**config.mk**
```make
export PLATFORM = sky130hd
export DESIGN_NAME = line_rasterizer_core
export DESIGN_NICKNAME = d
export VERILOG_FILES = /design/src/sv/lr_pkg.sv /design/src/sv/line_rasterizer_core.sv /design/src/sv/lr_engine.sv
export SDC_FILE = /design/constraint.sdc
export NUM_CORES = 1
export LEC_CHECK = 0
export BUFFER_PORTS_ARGS = -buffer_cell sky130_fd_sc_hd__buf_4
export CAP_MARGIN = 5
export CELL_PAD_IN_SITES_DETAIL_PLACEMENT = 0
export CELL_PAD_IN_SITES_GLOBAL_PLACEMENT = 1
export CORE_MARGIN = 1
export CORE_UTILIZATION = 49
export CTS_CLUSTER_SIZE = 10
export DETAILED_ROUTE_END_ITERATION = 16
export PLACE_DENSITY_LB_ADDON = 0.1
export SLEW_MARGIN = 20
export SYNTH_ARGS = -nofsm -noshare
export SYNTH_HDL_FRONTEND = slang
export SYNTH_HIERARCHICAL = 1
export SYNTH_SLANG_ARGS = --single-unit
```
**constraint.sdc**
```tcl
create_clock -name clk -period 9.8 [get_ports clk]
set_input_delay 1.47 -clock clk [delete_from_list [all_inputs] [get_ports clk]]
set_output_delay 1.47 -clock clk [all_outputs]
set_load 0.02 [all_outputs]
```
**src/sv/lr_pkg.sv**
```systemverilog
package lr_pkg;

  // field widths
  localparam int COORD_WIDTH = 12;
  localparam int COLOR_WIDTH = 24;
  localparam int CFG_WIDTH = 12;
  localparam int CFG_INDEX_WIDTH = 1;

  // |delta| plus sign, error term with headroom for the doubled compare
  localparam int DELTA_WIDTH = COORD_WIDTH + 1;
  localparam int ERR_WIDTH = COORD_WIDTH + 3;
  localparam int CMP_WIDTH = (COORD_WIDTH > CFG_WIDTH) ? COORD_WIDTH : CFG_WIDTH;

  // stream word layouts
  localparam int IN_DATA_BITS = 4 * COORD_WIDTH + COLOR_WIDTH;
  localparam int IN_TDATA_WIDTH = ((IN_DATA_BITS + 7) / 8) * 8;
  localparam int OUT_DATA_BITS = 2 * COORD_WIDTH + COLOR_WIDTH;
  localparam int OUT_TDATA_WIDTH = ((OUT_DATA_BITS + 7) / 8) * 8;

  // screen size after reset
  localparam logic [CFG_WIDTH-1:0] SCREEN_WIDTH_RESET = CFG_WIDTH'(320);
  localparam logic [CFG_WIDTH-1:0] SCREEN_HEIGHT_RESET = CFG_WIDTH'(480);

  typedef logic [COORD_WIDTH-1:0] coord_t;
  typedef logic [COLOR_WIDTH-1:0] color_t;

  typedef enum logic {
    OP_LOAD = 1'b0,
    OP_STEP = 1'b1
  } opcode_t;

  typedef enum logic [CFG_INDEX_WIDTH-1:0] {
    REG_SCREEN_WIDTH = 1'b0,
    REG_SCREEN_HEIGHT = 1'b1
  } cfg_index_t;

  typedef struct packed {
    opcode_t opcode;
    coord_t start_x;
    coord_t start_y;
    coord_t end_x;
    coord_t end_y;
    color_t color;
  } line_item_t;

  typedef struct packed {
    logic [CFG_WIDTH-1:0] width;
    logic [CFG_WIDTH-1:0] height;
  } screen_cfg_t;

  typedef struct packed {
    coord_t pixel_x;
    coord_t pixel_y;
    color_t pixel_color;
    logic visible;
    logic last;
  } pixel_t;

endpackage

```
**src/sv/line_rasterizer_core.sv**
```systemverilog
// Bresenham line generator, all octants. A load word (tuser = 0) latches two
// endpoints and a color and yields the start point; each step word (tuser = 1)
// yields the next point, tlast marking the endpoint. A step word with no line
// in progress is consumed and yields nothing. Output tuser flags a point that
// lies inside the programmed screen width and height. One word is taken every
// clock while s_tready is high: the whole error update and point compare run
// combinationally from the line registers, and each point is registered in a
// two-word output buffer that keeps the input open for one more word during an
// output stall; s_tready drops only while both output words are held.
module line_rasterizer_core (
  input  logic                                clk,
  input  logic                                rst,
  // input words
  input  logic                                s_tvalid,
  output logic                                s_tready,
  // start_x, start_y, end_x, end_y, color
  input  logic [lr_pkg::IN_TDATA_WIDTH-1:0]   s_tdata,
  // opcode
  input  logic                                s_tuser,
  // output points
  output logic                                m_tvalid,
  input  logic                                m_tready,
  // pixel_x, pixel_y, pixel_color
  output logic [lr_pkg::OUT_TDATA_WIDTH-1:0]  m_tdata,
  // visible
  output logic                                m_tuser,
  output logic                                m_tlast,
  // register writes
  input  logic                                cfg_valid,
  output logic                                cfg_ready,
  input  logic [lr_pkg::CFG_INDEX_WIDTH-1:0]  cfg_index,
  input  logic [lr_pkg::CFG_WIDTH-1:0]        cfg_data
);
  import lr_pkg::*;

  screen_cfg_t screen;
  line_item_t item;
  logic accept;
  logic res_valid;
  pixel_t res;

  logic out_valid;
  pixel_t out_word;
  logic skid_valid;
  pixel_t skid_word;
  logic take;

  // screen size registers
  assign cfg_ready = 1'b1;
  always_ff @(posedge clk) begin
    if (rst) begin
      screen.width <= SCREEN_WIDTH_RESET;
      screen.height <= SCREEN_HEIGHT_RESET;
    end else if (cfg_valid && cfg_ready) begin
      unique case (cfg_index)
        REG_SCREEN_WIDTH:  screen.width <= cfg_data;
        REG_SCREEN_HEIGHT: screen.height <= cfg_data;
        default: ;
      endcase
    end
  end

  // unpack the input word
  always_comb begin
    item.opcode = opcode_t'(s_tuser);
    item.start_x = s_tdata[0*COORD_WIDTH +: COORD_WIDTH];
    item.start_y = s_tdata[1*COORD_WIDTH +: COORD_WIDTH];
    item.end_x = s_tdata[2*COORD_WIDTH +: COORD_WIDTH];
    item.end_y = s_tdata[3*COORD_WIDTH +: COORD_WIDTH];
    item.color = s_tdata[4*COORD_WIDTH +: COLOR_WIDTH];
  end

  assign s_tready = !skid_valid;
  assign accept = s_tvalid && s_tready;

  lr_engine u_engine (
    .clk       (clk),
    .rst       (rst),
    .accept    (accept),
    .item      (item),
    .screen    (screen),
    .res_valid (res_valid),
    .res       (res)
  );

  // two-word output buffer
  assign take = out_valid && m_tready;
  always_ff @(posedge clk) begin
    if (rst) begin
      out_valid <= 1'b0;
      skid_valid <= 1'b0;
    end else if (!out_valid || take) begin
      if (skid_valid) begin
        out_valid <= 1'b1;
        out_word <= skid_word;
        skid_valid <= 1'b0;
      end else begin
        out_valid <= res_valid;
        out_word <= res;
      end
    end else if (res_valid) begin
      skid_valid <= 1'b1;
      skid_word <= res;
    end
  end

  // pack the output word
  assign m_tvalid = out_valid;
  assign m_tdata = OUT_TDATA_WIDTH'({out_word.pixel_color, out_word.pixel_y, out_word.pixel_x});
  assign m_tuser = out_word.visible;
  assign m_tlast = out_word.last;

  // the spare word is only held behind a full output register
  a_skid_behind_out: assert property (@(posedge clk) disable iff (rst)
    skid_valid |-> out_valid)
    else $error("spare word held with empty output register");

  // a point arriving during a stall is parked, not dropped
  a_stall_parks: assert property (@(posedge clk) disable iff (rst)
    out_valid && !m_tready && res_valid |=> skid_valid)
    else $error("point lost during output stall");

  // the spare word fills only while the output stalls
  a_skid_fill_cause: assert property (@(posedge clk) disable iff (rst)
    $rose(skid_valid) |-> $past(out_valid && !m_tready && res_valid))
    else $error("spare word filled without a stall");

endmodule

```
**src/sv/lr_engine.sv**
```systemverilog
module lr_engine (
  input  logic                 clk,
  input  logic                 rst,
  input  logic                 accept,
  input  lr_pkg::line_item_t   item,
  input  lr_pkg::screen_cfg_t  screen,
  output logic                 res_valid,
  output lr_pkg::pixel_t       res
);
  import lr_pkg::*;

  // line state
  coord_t cur_x;
  coord_t cur_y;
  coord_t goal_x;
  coord_t goal_y;
  logic signed [DELTA_WIDTH-1:0] abs_dx;
  logic signed [DELTA_WIDTH-1:0] neg_abs_dy;
  logic signed [ERR_WIDTH-1:0] error_term;
  logic step_x_negative;
  logic step_y_negative;
  logic line_active;
  color_t line_color;

  coord_t cur_x_next;
  coord_t cur_y_next;
  coord_t goal_x_next;
  coord_t goal_y_next;
  logic signed [DELTA_WIDTH-1:0] abs_dx_next;
  logic signed [DELTA_WIDTH-1:0] neg_abs_dy_next;
  logic signed [ERR_WIDTH-1:0] error_term_next;
  logic step_x_negative_next;
  logic step_y_negative_next;
  color_t line_color_next;

  logic is_load;
  coord_t ld_dx;
  coord_t ld_dy;
  logic signed [ERR_WIDTH:0] e2;
  logic take_x;
  logic take_y;
  logic at_end;

  always_comb begin
    is_load = (item.opcode == OP_LOAD);

    // load: deltas, directions and initial error
    ld_dx = (item.end_x >= item.start_x) ? item.end_x - item.start_x
                                         : item.start_x - item.end_x;
    ld_dy = (item.end_y >= item.start_y) ? item.end_y - item.start_y
                                         : item.start_y - item.end_y;

    // step: the two-compare update on the doubled error
    e2 = {error_term, 1'b0};
    take_x = (e2 >= (ERR_WIDTH+1)'(neg_abs_dy));
    take_y = (e2 <= (ERR_WIDTH+1)'(abs_dx));

    if (is_load) begin
      cur_x_next = item.start_x;
      cur_y_next = item.start_y;
      goal_x_next = item.end_x;
      goal_y_next = item.end_y;
      step_x_negative_next = !(item.start_x < item.end_x);
      step_y_negative_next = !(item.start_y < item.end_y);
      abs_dx_next = $signed({1'b0, ld_dx});
      neg_abs_dy_next = $signed(DELTA_WIDTH'(0) - {1'b0, ld_dy});
      error_term_next = ERR_WIDTH'(abs_dx_next) + ERR_WIDTH'(neg_abs_dy_next);
      line_color_next = item.color;
    end else begin
      cur_x_next = cur_x;
      cur_y_next = cur_y;
      goal_x_next = goal_x;
      goal_y_next = goal_y;
      step_x_negative_next = step_x_negative;
      step_y_negative_next = step_y_negative;
      abs_dx_next = abs_dx;
      neg_abs_dy_next = neg_abs_dy;
      error_term_next = error_term
                      + (take_x ? ERR_WIDTH'(neg_abs_dy) : ERR_WIDTH'(0))
                      + (take_y ? ERR_WIDTH'(abs_dx) : ERR_WIDTH'(0));
      line_color_next = line_color;
      if (take_x) begin
        cur_x_next = step_x_negative ? cur_x - COORD_WIDTH'(1) : cur_x + COORD_WIDTH'(1);
      end
      if (take_y) begin
        cur_y_next = step_y_negative ? cur_y - COORD_WIDTH'(1) : cur_y + COORD_WIDTH'(1);
      end
    end

    // emitted point
    at_end = (cur_x_next == goal_x_next) && (cur_y_next == goal_y_next);
    res_valid = accept && (is_load || line_active);
    res.pixel_x = cur_x_next;
    res.pixel_y = cur_y_next;
    res.pixel_color = line_color_next;
    res.visible = (CMP_WIDTH'(cur_x_next) < CMP_WIDTH'(screen.width))
               && (CMP_WIDTH'(cur_y_next) < CMP_WIDTH'(screen.height));
    res.last = at_end;
  end

  // active flag
  always_ff @(posedge clk) begin
    if (rst) begin
      line_active <= 1'b0;
    end else if (res_valid) begin
      line_active <= !at_end;
    end
  end

  // line registers
  always_ff @(posedge clk) begin
    if (res_valid) begin
      cur_x <= cur_x_next;
      cur_y <= cur_y_next;
      goal_x <= goal_x_next;
      goal_y <= goal_y_next;
      abs_dx <= abs_dx_next;
      neg_abs_dy <= neg_abs_dy_next;
      error_term <= error_term_next;
      step_x_negative <= step_x_negative_next;
      step_y_negative <= step_y_negative_next;
      line_color <= line_color_next;
    end
  end

  // the endpoint ends the line
  a_last_ends_line: assert property (@(posedge clk) disable iff (rst)
    res_valid && res.last |=> !line_active)
    else $error("line still active after its endpoint");

  // an active line never sits on its endpoint
  a_active_not_at_goal: assert property (@(posedge clk) disable iff (rst)
    line_active |-> (cur_x != goal_x) || (cur_y != goal_y))
    else $error("active line already at its endpoint");

  // only a load starts a line
  a_rise_from_load: assert property (@(posedge clk) disable iff (rst)
    $rose(line_active) |-> $past(accept && item.opcode == OP_LOAD))
    else $error("line became active without a load");

endmodule

```
; Yosys cells after proc, flatten, opt, wreduce, memory -nomap -nowiden
; Cells that the tools add are included.
; W data, S select, Z words.
[totals]
word_cells = 85
inputBits = 91
output_inout_bits = 53
ff_bits = 241
[op_classes]
n_lt_le_gt_ge = 8
n_mux = 16
bitwise = 4
n_eq_ne = 2
n_reduce_logical = 18
n_addsub = 12
[ops]
columns = cell, count
row1 = $mux W12, 11
row2 = $mux W50, 1
row3 = $lt A12 B12 Y1, 4
row4 = $sub A12 B12 Y12, 4
row5 = $add A15 B15 Y15, 2
row6 = $mux W15, 2
row7 = $add A12 B1 Y12 const B, 2
row8 = $eq A12 B12 Y1, 2
row9 = $ge A12 B12 Y1, 2
row10 = $mux W24, 1
row11 = $sub A12 B1 Y12 const B, 2
row12 = $ge A16 B13 Y1, 1
row13 = $le A16 B13 Y1, 1
row14 = $add A13 B13 Y14, 1
row15 = $sub A1 B12 Y13 const A, 1
row16 = $reduce_and A2 Y1, 4
row17 = $logic_and A1 B1 Y1, 5
row18 = $logic_not A1 Y1, 5
row19 = $not A1 Y1, 4
row20 = $reduce_and A3 Y1, 1
row21 = $logic_or A1 B1 Y1, 2
row22 = $reduce_or A2 Y1, 1
row23 = $mux W1, 1

; Logic depth before layout (Yosys ltp)
[depth]
ltp_word = 7
mapped_depth = 23
depth_no_buf = 21

; Cells and area by module
; The synthesis kept the hierarchy.
[modules_own_cells]
columns = module, cells_per_inst, instances, seq_area_each_um2, area_per_inst_um2
row1 = lr_engine, 1232, 1, 3443.3, 11536.1
row2 = line_rasterizer_core, 264, 1, 3523.4, 4730.8

; Worst setup path before layout
; Ideal clock, no wire load.
[synth_timing]
path_kind = input to register
startpoint = input s_tuser
endpoint = register skid_word[0] in the netlist's numbering (enable)
slack_ns = 1.238
path_buffers = 3
path_stages = 7
t_arrival_ns = 8.033
required_time_ns = 9.270
setup_ns = 0.530
path_cell_list = inv_1 -> clkbuf_1 -> clkbuf_1 -> buf_1 -> o21ai_0 -> inv_1 -> nor3b_1
[synth_between]
elab_chain_len = 4
[synth_rtl]
columns = element, line_no
row1 = from (decl), line_rasterizer_core.sv:19  ; input logic s_tuser,
row2 = $not A1 Y1 (no source line), --
row3 = $logic_or A1 B1 Y1, lr_engine.sv:92  ; res_valid = accept && (is_load || line_active);
row4 = $logic_and A1 B1 Y1, lr_engine.sv:92
row5 = net res_valid, line_rasterizer_core.sv:39  ; logic res_valid;
row6 = $reduce_and A3 Y1 (no source line), --
row7 = to (signal assigned), line_rasterizer_core.sv:103  ; skid_word <= res;
row8 = to (decl), line_rasterizer_core.sv:45  ; pixel_t skid_word;
; The timed path passes the listed nets, and every way through them passes these cells.
; A chain may end at the register's enable or synchronous reset.

; Worst setup path after layout
[layout_timing]
startpoint = input s_tdata[36] in the netlist's numbering
endpoint = register u_engine.error_term[12], data pin
[layout_between]
elab_chain_len = 5
elab_cells_between_ends = 7
cone_classes = add/sub: 4 / order compare: 1 / mux: 2
[layout_rtl]
columns = element, line_no
row1 = from (decl), line_rasterizer_core.sv:17  ; input logic [lr_pkg::IN_TDATA_WIDTH-1:0] s_tdata,
row2 = "$sub A12 B12 Y12, or another cell as far along", lr_engine.sv:51  ; : item.start_y - item.end_y;
row3 = $mux W12 *, lr_engine.sv:50  ; ld_dy = (item.end_y >= item.start_y) ? item.end_y - item.start_y
row4 = $sub A1 B12 Y13 *, lr_engine.sv:66  ; neg_abs_dy_next = $signed(DELTA_WIDTH'(0) - {1'b0, ld_dy});
row5 = $add A13 B13 Y14 *, lr_engine.sv:67  ; error_term_next = ERR_WIDTH'(abs_dx_next) + ERR_WIDTH'(neg_abs_dy_next);
row6 = $mux W15 *, lr_engine.sv:58  ; if (is_load) begin
row7 = net u_engine.error_term_next[12], lr_engine.sv:31  ; logic signed [ERR_WIDTH-1:0] error_term_next;
row8 = to (signal assigned), lr_engine.sv:119  ; error_term <= error_term_next;
row9 = to (decl), lr_engine.sv:19  ; logic signed [ERR_WIDTH-1:0] error_term;
; The timed path passes the listed nets; every way through them passes the cells marked *.

==> impl_summary.log <==
INFO  metric cts-buffers-inserted = 30
INFO  metric final_antenna_violating_net_count = 0
INFO  metric final-max-slew-violation-count = 0
INFO  metric cp_slowest_stage_delay = between 0.6 and 0.7 ns
INFO  metric cts_root_buf = sky130_fd_sc_hd__clkbuf_16
INFO  metric yosysTopAreaCell = sky130_fd_sc_hd__edfxtp_1
INFO  metric via_count = 11500
INFO  metric critical_path_required = 10.08 ns
INFO  metric num_io_pins = approximately 140
INFO  metric std_cell_rows = between 60 and 70
INFO  metric cts.hold.buffers_added = 0
INFO  metric post_drt_wl_per_cell = 19.6 microns
INFO  metric via_per_inst = ~5.5
INFO  metric worstPathMaxFanout = 8
INFO  metric die-area = about 0.034 sq mm
INFO  metric first_global_vias = around 11000
INFO  metric critical_path.n_buffers_inverters = 3
INFO  metric hold_class = reg -> reg
INFO  metric path_class = in -> reg
INFO  metric maxSlewHeadroom = 0.373
INFO  metric synth_top_cell_area_share = 0.395
INFO  metric cp.arrival = approximately 6.2 ns
INFO  metric clock_tree.htree_level_count = 1
INFO  metric ys_async_sr_fraction = 0
INFO  metric fmaxAchievable = 168 MHz
INFO  metric globalRouteTotalUtil = 0.242
INFO  metric max-cap-violations = 0
INFO  metric cts_repair_resize_count = 0
INFO  metric num-nets-final = between 1500 and 2000
INFO  metric hold_worst_slack = 0.466 ns
INFO  metric critical_path_cell_by_cell = buf_4 > inv_1 > ha_1 > inv_1 > fa_1 > nand3_1 > a311oi_2 > a211oi_2 > mux2i_1 > ha_1 > fa_1 > a21o_1 > a21oi_1 > o21bai_1 > a21o_1 > a21oi_1 > o21ai_0 > o41ai_1 > xor2_1 > mux2i_1
INFO  metric pwr_density_cell = 231 mW/mm^2
INFO  metric die-height = between 150 and 200 microns
INFO  metric timing.final.crit_period = roughly 6.0 ns
INFO  metric timing.critical_path.from_type = primary input
INFO  metric timing.final.hold_violations = 0
INFO  metric cts_tree = yes
INFO  metric worst-slew-pin-transition = 0.940 ns
INFO  metric worst_setup_path_end_kind = flip-flop
INFO  metric grt_pass1_wl = 63.5 mm
INFO  metric synth_seq_cells = 241
INFO  metric mapped_cell_area = about 0.016 sq mm
INFO  metric routabilityCongestion = 0.882
INFO  metric synth_flop_cell = sky130_fd_sc_hd__edfxtp_1
INFO  metric firstDrtPassIters = 5
INFO  metric grt_most_used_layer = met2
INFO  metric cp_slowest_cell = sky130_fd_sc_hd__a211oi_2
INFO  metric wl = 40.9 mm
INFO  metric synthCells = 1496
INFO  metric power.ir.vdd_worst = 0.140 mV
INFO  metric drc_errors = 0
INFO  metric grt_overflow = 0
INFO  metric post_cts_buffers = 0
INFO  metric detailed_place_hpwl = around 31 mm
INFO  metric path_clk_slew = 0.06 ns
INFO  metric critical-path-top-delay-family = compound AO/OA/AOI/OAI gates
INFO  metric maximum_number_of_pins_on_one_net_before_global_route_repair = 65
INFO  metric grt_util_met1 = 0.337
INFO  metric yosysSeqAreaShare = 0.428
INFO  metric report.final.setup_viol = 0
INFO  metric placeableCoreArea = between 0.03 and 0.04 sq mm
INFO  metric io_buffer_count = 142
INFO  metric cts_sink_cnt = 241
INFO  metric rsz0062_at_grt = false
INFO  metric synth.yosys.warnings = 6
INFO  metric timing.final.crit_share = 0.608
INFO  metric initial_utilization = 0.499
INFO  metric result_of_the_run = complete, no violations
INFO  metric synth_enable_flop_cells = between 200 and 250
INFO  metric timing.setup.tns = 0 ns
INFO  metric synth.lib_cells_used.distinct = 91
INFO  metric use_met3 = 0.0247
INFO  metric area_growth_syn_to_layout = 14.2%
INFO  metric use_met2 = 0.403
INFO  metric final_layout_size_suffix_gt1_frac = 0.185
INFO  metric synth_nets = 1751
INFO  metric clock_tree.buffer_depth = 3
INFO  metric antenna_found_initial = 1
INFO  metric postSynthAreaPerCell = 10.9 sq um
INFO  metric fp.dieW = 184 microns
INFO  metric dr.first_iter.drc_count = 699
INFO  metric clock_insertion_delay_at_the_later_pin_of_the_skew_report = between 0.5 and 0.6 ns
INFO  metric synth.area.top_cells = sky130_fd_sc_hd__edfxtp_1, sky130_fd_sc_hd__ha_1, sky130_fd_sc_hd__mux2_2, sky130_fd_sc_hd__xnor2_1, sky130_fd_sc_hd__dfxtp_1
INFO  metric power.static_leakage = 7.79 nW
INFO  metric timing.clock.skew = 0.0244 ns
==> power by group <==
part	leakage (nW)	switching, mW	internal, mW
Sequential	2.24	0.0715	1.30
Clock	0.434	0.425	0.587
Combinational	5.12	1.11	0.805
Total	7.79	1.60	2.69
==> cell families after synthesis <==
kind of cell	Yosys count	share of synthesized area
AOI/OAI and AO/OA	350	0.147
and+or+nand+nor	335	0.106
DFF	241	0.428
buffers and inverters	192	0.0522
adders and majority gates	164	0.135
muxes	122	0.0817
xor gates and xnor gates	91	0.0490
other	1	0.000231
==> registers in the layout (all words and copies together) (netlist names), 13 cells and up <==
name	flops
u_engine/error_term	15
m_tdata	48
u_engine/line_color	24
skid_word	50
u_engine/neg_abs_dy	13
screen	24
==> placed cells by master, fill, tap and decap left out, drive strengths merged, types with 62 or more instances in the layout <==
cell type    n
a21oi       91
buf        155
edfxtp     214
ha         144
inv        133
mux2        80
nand2       79
nor2        90
o21ai       75
xnor2       62
==> metal layers <==
layer  up-vias  routed length (microns)
met5         -                        0
met2       224                    19500
met4         0                      709
li1       5730                        -
met1      5541                    19200
met3        39                     1550
==> cell usage after synthesis (5+ instances only) <==
cell type	number
sky130_fd_sc_hd__a211o_1	10
sky130_fd_sc_hd__mux2i_1	42
sky130_fd_sc_hd__o21a_1	5
sky130_fd_sc_hd__nor2b_1	10
sky130_fd_sc_hd__and3_1	16
sky130_fd_sc_hd__o31ai_1	6
sky130_fd_sc_hd__o21ai_1	6
sky130_fd_sc_hd__o211a_1	6
sky130_fd_sc_hd__xnor2_1	62
sky130_fd_sc_hd__inv_1	134
sky130_fd_sc_hd__nand4_1	14
sky130_fd_sc_hd__or2_2	6
sky130_fd_sc_hd__clkbuf_1	23
sky130_fd_sc_hd__buf_4	5
sky130_fd_sc_hd__or3_1	10
sky130_fd_sc_hd__a21o_1	42
sky130_fd_sc_hd__a21oi_1	89
sky130_fd_sc_hd__mux2_1	8
sky130_fd_sc_hd__nand2b_1	36
sky130_fd_sc_hd__fa_1	20
sky130_fd_sc_hd__xor2_1	29
sky130_fd_sc_hd__nor3_1	27
sky130_fd_sc_hd__buf_2	10
sky130_fd_sc_hd__nand3_1	12
sky130_fd_sc_hd__o21ai_0	69
sky130_fd_sc_hd__o21bai_1	16
sky130_fd_sc_hd__mux2_2	70
sky130_fd_sc_hd__o2111ai_1	5
sky130_fd_sc_hd__buf_1	7
sky130_fd_sc_hd__nand2_1	78
sky130_fd_sc_hd__edfxtp_1	214
sky130_fd_sc_hd__a211oi_1	22
sky130_fd_sc_hd__nor2_1	90
sky130_fd_sc_hd__a221o_1	5
sky130_fd_sc_hd__ha_1	144
sky130_fd_sc_hd__and2_1	8
sky130_fd_sc_hd__dfxtp_1	27
sky130_fd_sc_hd__o211ai_1	8
sky130_fd_sc_hd__buf_6	13
sky130_fd_sc_hd__a31oi_1	12
==> metrics by stage <==
step	cell area [sq um]	power, mW	setup WS [ns]	utilization	cells
final	18600	4.30	3.84	0.569	2090
after global routing	18600	4.59	3.53	0.569	2090
after CTS	18600	4.34	3.91	0.569	2089
after detailed placement	17700	3.29	3.37	0.542	2035
after global placement	17700	3.27	3.44	0.542	2035
after floorplan	16300	2.79	1.24	-	1496
==> path summary, 6_finish.rpt <==
path	to	startpoint	slack, ns	cells after the start
worst max-delay path	u_engine/error_term[12]	s_tdata[36]	3.84	20
worst min-delay path	screen[17]	screen[17]	0.47	2
worst max register to register	u_engine/error_term[13]	u_engine/error_term[14]	4.38	19
worst min register to register	screen[17]	screen[17]	0.47	2
==> worst register-to-register path, stage by stage, from the launching register on <==
cell	delay [ns]
sky130_fd_sc_hd__edfxtp_1	0.46
sky130_fd_sc_hd__ha_1	0.34
sky130_fd_sc_hd__and3_1	0.18
sky130_fd_sc_hd__nand4_1	0.19
sky130_fd_sc_hd__a311oi_4	0.49
sky130_fd_sc_hd__o31ai_2	0.19
sky130_fd_sc_hd__nor2_1	0.19
sky130_fd_sc_hd__fa_1	0.45
sky130_fd_sc_hd__ha_1	0.25
sky130_fd_sc_hd__fa_1	0.42
sky130_fd_sc_hd__a21o_1	0.20
sky130_fd_sc_hd__a21oi_1	0.24
sky130_fd_sc_hd__o21bai_1	0.10
sky130_fd_sc_hd__a21oi_1	0.26
sky130_fd_sc_hd__nor2b_1	0.08
sky130_fd_sc_hd__o21a_1	0.19
sky130_fd_sc_hd__o31a_1	0.26
sky130_fd_sc_hd__o41ai_1	0.34
sky130_fd_sc_hd__xnor2_1	0.16
sky130_fd_sc_hd__a21o_1	0.19
==> area by class of cell <==
| type | count | area [sq um] |
|---|---|---|
| Tap cell | 442 | 553 |
| Sequential cell | 241 | 6970 |
| Multi-Input combinational cell | 1063 | 8480 |
| Fill cell | 2900 | 14000 |
| Clock buffer | 46 | 841 |
| Antenna cell | 1 | 2.50 |
| Timing Repair Buffer | 155 | 1160 |
| Inverter | 134 | 504 |
| Clock inverter | 8 | 62.6 |
(Power assumes the default switching activity.)
